[config.mk]
export PLATFORM = sky130hd
export DESIGN_NAME = ultrasonic_echo_ranger_top
export DESIGN_NICKNAME = d
export VERILOG_FILES = /design/src/rtl/core/uer_pkg.sv /design/src/rtl/core/uer_front.sv /design/src/rtl/core/uer_queue.sv /design/src/rtl/core/uer_back.sv /design/src/rtl/core/ultrasonic_echo_ranger_top.sv
export SDC_FILE = /design/constraint.sdc
export NUM_CORES = 1
export LEC_CHECK = 0
export BUFFER_PORTS_ARGS = -buffer_cell sky130_fd_sc_hd__buf_2
export CAP_MARGIN = 20
export CELL_PAD_IN_SITES_DETAIL_PLACEMENT = 0
export CELL_PAD_IN_SITES_GLOBAL_PLACEMENT = 1
export CORE_ASPECT_RATIO = 1.75
export CORE_MARGIN = 2
export CORE_UTILIZATION = 46
export CTS_BUF_LIST = sky130_fd_sc_hd__clkbuf_4 sky130_fd_sc_hd__clkbuf_8
export CTS_CLUSTER_DIAMETER = 50
export DETAILED_ROUTE_END_ITERATION = 10
export PLACE_DENSITY = 0.9
export SLEW_MARGIN = 20
export SYNTH_ARGS = -nofsm -noshare
export SYNTH_HDL_FRONTEND = slang
export SYNTH_SLANG_ARGS = --single-unit
[constraint.sdc]
create_clock -name aclk -period 6.98 [get_ports aclk]
set_input_delay 1.396 -clock aclk [delete_from_list [all_inputs] [get_ports aclk]]
set_output_delay 1.396 -clock aclk [all_outputs]
set_load 0.005 [all_outputs]
[src/rtl/core/uer_pkg.sv]
// shared types, widths and reset constants for the ultrasonic echo ranger
// no dependencies; imported by every module of the block
`default_nettype none

package uer_pkg;

    localparam int COUNT_BITS_DEF  = 24;
    localparam int QUEUE_DEPTH_DEF = 2;

    localparam int TRIG_W    = 16;
    localparam int HOLD_W    = 24;
    localparam int SCALE_W   = 16;
    localparam int CFG_W     = 24;
    localparam int CFG_IDX_W = 2;
    localparam int OUT_W     = 24;
    localparam int EXT_W     = 32;
    localparam int FRAC_SH   = 16;

    localparam int S_TDATA_W = 8;
    localparam int M_FIELD_W = 1 + 1 + OUT_W + OUT_W + 1;
    localparam int M_TDATA_W = ((M_FIELD_W + 7) / 8) * 8;

    localparam logic [EXT_W-1:0] OUT_MAX = EXT_W'(32'h00FF_FFFF);

    localparam logic [TRIG_W-1:0]  TRIG_RST  = TRIG_W'(160);
    localparam logic [HOLD_W-1:0]  HOLD_RST  = HOLD_W'(3200000);
    localparam logic [SCALE_W-1:0] SCALE_RST = SCALE_W'(17983);

    typedef enum logic [1:0] {
        PH_TRIGGER = 2'd0,
        PH_WAIT    = 2'd1,
        PH_MEASURE = 2'd2,
        PH_HOLD    = 2'd3
    } phase_t;

    typedef enum logic [CFG_IDX_W-1:0] {
        REG_TRIGGER_TICKS = 2'd0,
        REG_HOLDOFF_TICKS = 2'd1,
        REG_SCALE_FACTOR  = 2'd2
    } cfg_reg_t;

    typedef struct packed {
        logic [TRIG_W-1:0]  trigger_ticks;
        logic [HOLD_W-1:0]  holdoff_ticks;
        logic [SCALE_W-1:0] scale_factor;
    } cfg_t;

endpackage

`default_nettype wire

[src/rtl/core/uer_front.sv]
// front end: per-tick phase sequencer, trigger timing and echo width counter
// depends on uer_pkg
`default_nettype none

module uer_front
    import uer_pkg::*;
#(
    parameter int COUNT_BITS = COUNT_BITS_DEF
) (
    input  wire logic                  aclk,
    input  wire logic                  aresetn,
    input  wire logic                  accept,
    input  wire logic                  echo_level,
    input  wire cfg_t                  cfg,
    output logic                       item_trig,
    output logic                       item_valid,
    output logic [COUNT_BITS-1:0]      item_count
);

    localparam logic [COUNT_BITS-1:0] CNT_MAX = {COUNT_BITS{1'b1}};

    phase_t                phase_reg, phase_next;
    logic [COUNT_BITS-1:0] count_reg, count_next;
    logic                  echo_prev_reg;
    logic [COUNT_BITS-1:0] cnt_inc;
    logic                  cnt_at_max;
    logic                  trig_done;
    logic                  hold_done;

    always_comb begin
        cnt_inc    = (count_reg == CNT_MAX) ? count_reg : count_reg + COUNT_BITS'(1);
        cnt_at_max = (cnt_inc == CNT_MAX);
        trig_done  = (EXT_W'(cnt_inc) >= EXT_W'(cfg.trigger_ticks)) || cnt_at_max;
        hold_done  = (EXT_W'(cnt_inc) >= EXT_W'(cfg.holdoff_ticks)) || cnt_at_max;
    end

    // next state and counter
    always_comb begin
        phase_next = phase_reg;
        count_next = count_reg;
        unique case (phase_reg)
            PH_TRIGGER: begin
                count_next = cnt_inc;
                if (trig_done) begin
                    phase_next = PH_WAIT;
                    count_next = '0;
                end
            end
            PH_WAIT: begin
                if (echo_level && !echo_prev_reg) begin
                    phase_next = PH_MEASURE;
                    count_next = COUNT_BITS'(1);
                end
            end
            PH_MEASURE: begin
                if (echo_level) begin
                    count_next = cnt_inc;
                end else begin
                    phase_next = PH_HOLD;
                    count_next = '0;
                end
            end
            PH_HOLD: begin
                count_next = cnt_inc;
                if (hold_done) begin
                    phase_next = PH_TRIGGER;
                    count_next = '0;
                end
            end
            default: begin
                phase_next = PH_TRIGGER;
                count_next = '0;
            end
        endcase
    end

    // per-tick outputs
    always_comb begin
        item_trig  = (phase_reg == PH_TRIGGER);
        item_valid = (phase_reg == PH_MEASURE) && !echo_level;
        item_count = item_valid ? count_reg : '0;
    end

    always_ff @(posedge aclk) begin
        if (!aresetn) begin
            phase_reg     <= PH_TRIGGER;
            count_reg     <= '0;
            echo_prev_reg <= 1'b0;
        end else if (accept) begin
            phase_reg     <= phase_next;
            count_reg     <= count_next;
            echo_prev_reg <= echo_level;
        end
    end

endmodule

`default_nettype wire

[src/rtl/core/uer_queue.sv]
// small register fifo between the front end and the result stage
// depends on uer_pkg for the default width and depth
`default_nettype none

module uer_queue
    import uer_pkg::*;
#(
    parameter int WIDTH = COUNT_BITS_DEF + 2,
    parameter int DEPTH = QUEUE_DEPTH_DEF
) (
    input  wire logic             aclk,
    input  wire logic             aresetn,
    input  wire logic             push,
    input  wire logic [WIDTH-1:0] push_data,
    output logic                  full,
    input  wire logic             pop,
    output logic [WIDTH-1:0]      pop_data,
    output logic                  empty
);

    // depth must be a power of two, at least 2; the block itself does not check it
    localparam int PTR_W  = $clog2(DEPTH);
    localparam int FILL_W = PTR_W + 1;

    logic [WIDTH-1:0]  entry_reg [DEPTH];
    logic [PTR_W-1:0]  wr_ptr_reg, rd_ptr_reg;
    logic [FILL_W-1:0] fill_reg, fill_next;
    logic              do_push, do_pop;

    always_comb begin
        full     = (fill_reg == FILL_W'(DEPTH));
        empty    = (fill_reg == '0);
        do_push  = push && !full;
        do_pop   = pop && !empty;
        pop_data = entry_reg[rd_ptr_reg];
        fill_next = fill_reg;
        if (do_push && !do_pop) begin
            fill_next = fill_reg + FILL_W'(1);
        end else if (do_pop && !do_push) begin
            fill_next = fill_reg - FILL_W'(1);
        end
    end

    always_ff @(posedge aclk) begin
        if (do_push) begin
            entry_reg[wr_ptr_reg] <= push_data;
        end
    end

    always_ff @(posedge aclk) begin
        if (!aresetn) begin
            wr_ptr_reg <= '0;
            rd_ptr_reg <= '0;
            fill_reg   <= '0;
        end else begin
            if (do_push) begin
                wr_ptr_reg <= wr_ptr_reg + PTR_W'(1);
            end
            if (do_pop) begin
                rd_ptr_reg <= rd_ptr_reg + PTR_W'(1);
            end
            fill_reg <= fill_next;
        end
    end

endmodule

`default_nettype wire

[src/rtl/core/uer_back.sv]
// result stage: distance scaling, clipping and the output register
// depends on uer_pkg
`default_nettype none

module uer_back
    import uer_pkg::*;
#(
    parameter int COUNT_BITS = COUNT_BITS_DEF
) (
    input  wire logic                  aclk,
    input  wire logic                  aresetn,
    input  wire logic                  q_empty,
    input  wire logic                  q_trig,
    input  wire logic                  q_valid,
    input  wire logic [COUNT_BITS-1:0] q_count,
    output logic                       q_pop,
    input  wire logic [SCALE_W-1:0]    scale_factor,
    output logic                       m_tvalid,
    input  wire logic                  m_tready,
    output logic [M_TDATA_W-1:0]       m_tdata
);

    localparam logic [COUNT_BITS-1:0] CNT_MAX = {COUNT_BITS{1'b1}};
    localparam int PROD_W = EXT_W + SCALE_W;
    localparam int PAD_W  = M_TDATA_W - M_FIELD_W;

    logic [EXT_W-1:0]     c_ext;
    logic [PROD_W-1:0]    prod;
    logic [EXT_W-1:0]     dist_full;
    logic [OUT_W-1:0]     dist_clip;
    logic [OUT_W-1:0]     width;
    logic                 sat;
    logic                 out_valid_reg;
    logic [M_TDATA_W-1:0] out_data_reg, out_data_next;

    always_comb begin
        c_ext     = EXT_W'(q_count);
        prod      = PROD_W'(c_ext) * PROD_W'(scale_factor);
        dist_full = prod[FRAC_SH +: EXT_W];
        dist_clip = (dist_full > OUT_MAX) ? OUT_MAX[OUT_W-1:0] : dist_full[OUT_W-1:0];
        width     = (c_ext > OUT_MAX) ? OUT_MAX[OUT_W-1:0] : c_ext[OUT_W-1:0];
        // zeroed counts from non-result ticks fall out as all-zero fields
        sat       = q_valid && ((q_count == CNT_MAX) || (c_ext > OUT_MAX));
        out_data_next = {{PAD_W{1'b0}}, sat, dist_clip, width, q_valid, q_trig};
        q_pop     = !q_empty && (!out_valid_reg || m_tready);
    end

    always_ff @(posedge aclk) begin
        if (q_pop) begin
            out_data_reg <= out_data_next;
        end
    end

    always_ff @(posedge aclk) begin
        if (!aresetn) begin
            out_valid_reg <= 1'b0;
        end else if (q_pop) begin
            out_valid_reg <= 1'b1;
        end else if (m_tready) begin
            out_valid_reg <= 1'b0;
        end
    end

    assign m_tvalid = out_valid_reg;
    assign m_tdata  = out_data_reg;

endmodule

`default_nettype wire

[src/rtl/core/ultrasonic_echo_ranger_top.sv]
// data path: an accepted tick is queued, then moved into the output register that drives m_tdata
// throughput: one tick per clock while the queue has room, set by the front-end phase sequencer;
//   a two-entry queue and the output register let either side stall on its own
// reset: synchronous active-low aresetn returns to the trigger phase with the counter at zero,
//   empties the queue and output register, and loads the register defaults
// top level: configuration registers, front end, queue and result stage
// depends on uer_pkg, uer_front, uer_queue, uer_back
`default_nettype none

module ultrasonic_echo_ranger_top
    import uer_pkg::*;
#(
    parameter int COUNT_BITS  = COUNT_BITS_DEF,
    parameter int QUEUE_DEPTH = QUEUE_DEPTH_DEF
) (
    input  wire logic                 aclk,
    input  wire logic                 aresetn,
    // fields from bit 0: echo_level
    input  wire logic [S_TDATA_W-1:0] s_tdata,
    input  wire logic                 s_tvalid,
    output logic                      s_tready,
    // fields from bit 0: trigger_level, result_valid, pulse_ticks, distance_q8, saturated
    output logic [M_TDATA_W-1:0]      m_tdata,
    output logic                      m_tvalid,
    input  wire logic                 m_tready,
    input  wire logic                 cfg_wr_en,
    input  wire logic [CFG_IDX_W-1:0] cfg_index,
    input  wire logic [CFG_W-1:0]     cfg_wdata
);

    localparam int ITEM_W = COUNT_BITS + 2;

    cfg_t                  cfg_reg;
    logic                  accept;
    logic                  q_full, q_empty, q_pop;
    logic                  f_trig, f_valid;
    logic [COUNT_BITS-1:0] f_count;
    logic [ITEM_W-1:0]     q_in, q_out;

    always_ff @(posedge aclk) begin
        if (!aresetn) begin
            cfg_reg.trigger_ticks <= TRIG_RST;
            cfg_reg.holdoff_ticks <= HOLD_RST;
            cfg_reg.scale_factor  <= SCALE_RST;
        end else if (cfg_wr_en) begin
            unique case (cfg_reg_t'(cfg_index))
                REG_TRIGGER_TICKS: cfg_reg.trigger_ticks <= cfg_wdata[TRIG_W-1:0];
                REG_HOLDOFF_TICKS: cfg_reg.holdoff_ticks <= cfg_wdata[HOLD_W-1:0];
                REG_SCALE_FACTOR:  cfg_reg.scale_factor  <= cfg_wdata[SCALE_W-1:0];
                default: ;
            endcase
        end
    end

    assign s_tready = !q_full;
    assign accept   = s_tvalid && s_tready;

    uer_front #(
        .COUNT_BITS (COUNT_BITS)
    ) u_front (
        .aclk       (aclk),
        .aresetn    (aresetn),
        .accept     (accept),
        .echo_level (s_tdata[0]),
        .cfg        (cfg_reg),
        .item_trig  (f_trig),
        .item_valid (f_valid),
        .item_count (f_count)
    );

    assign q_in = {f_count, f_valid, f_trig};

    uer_queue #(
        .WIDTH (ITEM_W),
        .DEPTH (QUEUE_DEPTH)
    ) u_queue (
        .aclk      (aclk),
        .aresetn   (aresetn),
        .push      (accept),
        .push_data (q_in),
        .full      (q_full),
        .pop       (q_pop),
        .pop_data  (q_out),
        .empty     (q_empty)
    );

    uer_back #(
        .COUNT_BITS (COUNT_BITS)
    ) u_back (
        .aclk         (aclk),
        .aresetn      (aresetn),
        .q_empty      (q_empty),
        .q_trig       (q_out[0]),
        .q_valid      (q_out[1]),
        .q_count      (q_out[ITEM_W-1:2]),
        .q_pop        (q_pop),
        .scale_factor (cfg_reg.scale_factor),
        .m_tvalid     (m_tvalid),
        .m_tready     (m_tready),
        .m_tdata      (m_tdata)
    );

endmodule

`default_nettype wire

# After elaboration in Yosys (flattened, before gate mapping)
# Memories as Yosys holds them, arrays and structs flattened. A register that Yosys moved wholly into a read port is not among the register bits.
# Cells that the tools add are included.
[classes]
n_addsub = 5
multipliers = 1
order_cmp = 2
eq_ne = 13
muxes = 20
n_reduce_logical = 29
[ops]
columns = ["operator", "count"]
rows = [
  ["24-bit two-way mux", 6],
  ["24-bit one-hot mux with 4 select lines", 1],
  ["24-bit equality test (second input constant)", 3],
  ["24-bit by 16-bit multiplier with 40-bit output", 1],
  ["24-bit by 1-bit adder with 24-bit output (second input constant)", 1],
  ["24-bit by 16-bit greater-or-equal comparator with 1-bit output", 1],
  ["24-bit greater-or-equal comparator", 1],
  ["2-bit two-way mux", 6],
  ["1-bit logical AND", 9],
  ["2-bit equality test (second input constant)", 4],
  ["2-bit one-hot mux with 4 select lines", 1],
  ["2-bit AND reduction", 4],
  ["1-bit logical NOT", 7],
  ["2-bit logical NOT", 3],
  ["1-bit two-way mux", 6],
  ["2-bit by 1-bit != test with 1-bit output (second input constant)", 3],
  ["5-bit AND reduction", 1],
  ["2-bit by 1-bit equality test with 1-bit output (second input constant)", 2],
  ["2-bit nonzero test", 2],
  ["1-bit logical OR", 3],
  ["1-bit adder (second input constant)", 2],
  ["2-bit by 1-bit adder with 2-bit output (second input constant)", 1],
  ["2-bit != test (second input constant)", 1],
  ["2-bit by 1-bit subtractor with 2-bit output (second input constant)", 1],
]
[word_totals]
reg_bits = 139
mem_bits_rw = 52
n_memories = 1
[mem_list]
columns = ["memory", "depth", "word_bits", "rd", "rd_ports_with_merged_regs", "write_ports", "line", "text"]
rows = [
  ["u_queue.entry_reg", 2, 26, 1, 1, 1, "uer_queue.sv:25", "logic [WIDTH-1:0] entry_reg [DEPTH];"],
]

# Depth between registers and ports, before layout
[logic_depth]
depth_word = 8
mapped_depth = 27
depth_no_buf = 24

# Cells and area by module
# From an unflattened synthesis, not the netlist that was laid out.
[unflattened]
cells_unflattened = 2246
area_unflattened_um2 = 21560.7
[modules_own_cells]
columns = ["mod", "n_inst", "cells_each", "area_each_um2", "seq_area_each_um2"]
rows = [
  ["uer_back", 1, 1515, 14031.0, 1551.5],
  ["uer_front", 1, 396, 3143.0, 540.5],
  ["ultrasonic_echo_ranger_top", 1, 229, 2278.4, 1121.1],
  ["uer_queue", 1, 106, 2108.3, 1661.6],
]

# Least setup slack after synthesis
# OpenSTA, ideal clock, no wires.
[synth_timing]
path_type = "register -> register"
startpoint = "reg (tool-made name)"
endpoint = "reg u_back.out_data_reg[38] (netlist: u_back.m_tdata[38]), data pin"
setup_time_ns = 0.258
arrival_ns = 6.867
required_time_ns = 6.722
setup_slack_ns = -0.145
path_stages_with_launch = 27
synth_period_minus_slack_ns = 7.125
cell_sequence = "dfxtp_1 clkbuf_1 clkbuf_1 mux2_2 clkbuf_1 nand2_1 fa_1 inv_1 fa_1 inv_1 fa_1 inv_1 fa_1 fa_1 inv_1 fa_1 inv_1 ha_1 a21o_1 a221o_1 a21oi_1 a21oi_1 o311ai_0 a21boi_0 o21a_1 nor2_1 xnor2_1"
[synth_rtl]
columns = ["element", "line", "text"]
rows = [
  ["end signal: assignment", "uer_back.sv:50", "out_data_reg <= out_data_next;"],
  ["end: declaration", "uer_back.sv:34", "logic [M_TDATA_W-1:0] out_data_reg, out_data_next;"],
]

==> results_dict.tcl <==
set metrics [dict create \
    critical_path.max_stage_delay_ps 560 \
    setup_violations 0 \
    yosys-top-cells-count "inv_1, nand2_1, fa_1" \
    die_w_um 163.3 \
    synthTopCellsByArea "fa_1, edfxtp_1, ha_1" \
    routed_wl_um 52360 \
    worst-path-buf-inv 6 \
    ys.flop_type "edfxtp_1" \
    yosys_warnings 0 \
    syn_avg_cell_area_um2 9.457 \
    cpMostUsedCell "fa_1" \
    gr-total-overflow 0 \
    cp-end-kind "register" \
    grt_start_max_net_pins 54 \
    syn-instance-count 2161 \
    num_vias 15161 \
    rows 102 \
    grt_usage_pct 23.53 \
    cts_hold_buf 0 \
    synth_edf_count 103 \
    fin_cells 2836 \
    drtIter0Drc 744 \
    finalHoldViolations 0 \
    placed_cells 2800 \
    synth_most_common_cell "inv_1" \
    grt_pass1_wl_um 83560 \
    min_period_over_period_pct 96.23 \
    die_area_um2 46200 \
    clkTransAtPathRegs_ps 100 \
    cts_num_sinks 192 \
    min_path_type "reg2reg" \
    fin_crit_ps 6717 \
    path_class "reg2reg" \
    finalClockSkew_ps 28.85 \
    die_y_um 282.8 \
    area_growth_pct 9.459 \
    ioPinCount 97 \
    cts_buffers 17 \
    detail_route.first_pass.iterations 7 \
    ys_async_sr_fraction_pct 0 \
    yosysUniqueCellTypes 72 \
    ant_nets 0 \
    root_buffer "clkbuf_8" \
    critPathSlowestCell "fa_1" \
    syn_area_um2 20440 \
    yosys.area.top_type "fa_1" \
    finalMaxSlewViolations 0 \
    cp_data_required_time_ps 7260 \
    vias_per_cell 5.346 \
    cts_max_level 4 \
    initial_core_util_pct 46.42 \
    rsz0062_at_grt "false" \
    clock_path_buffers 2 \
    drive_gt1_share_pct 11.36 \
    worst_pin_slew_ps 1031 \
    cts_tree "built" \
    insertion_delay_ps 540 \
    max_freq_ghz 0.1489 \
    status "finished, final reports clean" \
    ys_seq_area_share_pct 23.85 \
    drv_cap 0 \
    crit_path_start_kind "register" \
    critical-path-top-delay-family "adder cells" \
    finalNetCount 2749 \
    coreArea_um2 44030 \
    cp.arrival_ps 7000 \
    finalSetupTns_ps 0 \
    antenna_found_initial 1 \
    routabilityCongestion 0.9017 \
    critPathMaxFanout 15 \
    fillCellCount 3989 \
    largest_register_ff_count 56 \
    synth_top_area_share_pct 29.88 \
    dp_hpwl_um 42030 \
    crit_chain "buf_12 > mux2_4 > buf_4 > and2_1 > fa_1 > inv_1 > fa_1 > fa_1 > fa_1 > inv_1 > fa_1 > inv_1 > fa_1 > inv_1 > ha_1 > a21o_1 > a21oi_1 > o21ai_2 > a21oi_2 > o22a_1 > o21ai_2 > a211o_1 > a21oi_1 > xnor2_1" \
    drc_errors 0 \
    wire_per_inst_um 18.46 \
    ys_ff_latch 192 \
    grt_pass1_vias 16348 \
    slew_headroom_pct 31.17 \
    port_buffers 84 \
]
[what timing repair did]
action,in CTS,in global routing
setup buffers,0,1
pin swaps,0,0
setup endpoints to repair,7,15
endpoints found under the hold margin,0,0
cloned,0,2
gates resized for setup,3,25
[logic make-up after synthesis]
logic type / after synthesis / share of synthesized area (%)
fa+ha+maj: 460 / 39.37
other cells: 1 / 0.01835
simple gates: 736 / 17.64
compound gates: 205 / 6.539
xor+xnor: 39 / 1.671
buf+inv: 499 / 9.324
mux: 29 / 1.592
flops: 192 / 23.85
[through the flow]
step	utilization [%]	setup slack, ps	hold WS (ps)	cell area (um^2)
3_3_place_gp	49.55	18.88	439.0	21820
2_1_floorplan	-	91.19	431.2	20450
4_1_cts	50.51	6.592	463.4	22240
5_1_grt	50.81	17.15	482.6	22370
3_5_place_dp	49.58	-116.6	448.5	21830
6_report	50.81	263.2	462.3	22370
[placed cells by master, fill, tap and decap left out, drive strengths merged, types with 5 or more instances in the layout]
| cell type | n |
|---|---|
| a2111oi | 9 |
| a211oi | 12 |
| a21o | 13 |
| a21oi | 72 |
| a22o | 13 |
| and2 | 195 |
| and3 | 6 |
| and4 | 7 |
| buf | 167 |
| clkbuf | 19 |
| conb | 5 |
| dfxtp | 89 |
| edfxtp | 103 |
| fa | 305 |
| ha | 155 |
| inv | 405 |
| mux2 | 29 |
| nand2 | 373 |
| nand2b | 10 |
| nand3 | 23 |
| nand4 | 26 |
| nor2 | 45 |
| nor3 | 13 |
| nor4 | 7 |
| o211ai | 10 |
| o21a | 9 |
| o21ai | 36 |
| or2 | 6 |
| or3 | 6 |
| xnor2 | 22 |
| xor2 | 17 |
[path summary, 6_finish.rpt]
| path | from | endpoint | slack, ps | cells past startpoint |
|---|---|---|---|---|
| worst max register to register | register | u_back.m_tdata[48] | 260 | 24 |
| worst min register to register | cfg_reg[52] | cfg_reg[52] | 460 | 2 |
| worst min-delay path | cfg_reg[52] | cfg_reg[52] | 460 | 2 |
| worst max-delay path | register | u_back.m_tdata[48] | 260 | 24 |
[per-layer routing]
metal | routed length, um | up-vias | global-route usage [%] | share of wire (%)
met3 | 2261 | 158 | 2.470 | 4.3
li1 | - | 6947 | - | -
met4 | 3094 | 0 | 13.96 | 5.9
met2 | 28280 | 450 | 44.01 | 54
met1 | 18720 | 7606 | 25.32 | 36
met5 | 0 | - | 0 | 0
[area by class of cell]
type / instances / area [um^2] / area share (%)
sequential: 192 / 4878 / 21.81
tap: 572 / 715.7 / 3.199
antenna: 1 / 2.502 / 0.01119
clock buffer: 18 / 241.5 / 1.079
multi-input combinational: 1475 / 13800 / 61.69
timing repair buffer: 168 / 1081 / 4.833
clock inverter: 14 / 165.2 / 0.7383
inverter: 396 / 1486 / 6.645
[worst reg2reg max path, stage by stage (launching register included)]
cell     delay (ps)
dfxtp_4         400
buf_12          170
mux2_4          430
buf_4           200
and2_1          170
fa_1            540
inv_1            60
fa_1            480
fa_1            560
fa_1            520
inv_1            50
fa_1            470
inv_1            50
fa_1            470
inv_1            40
ha_1            330
a21o_1          180
a21oi_1         210
o21ai_2         110
a21oi_2         230
o22a_1          180
o21ai_2          80
a211o_1         290
a21oi_1         180
xnor2_1          80
Power is left out: the tool's default activity adds up to more than one toggle a clock period on the data nets, which glitch-free logic cannot reach.
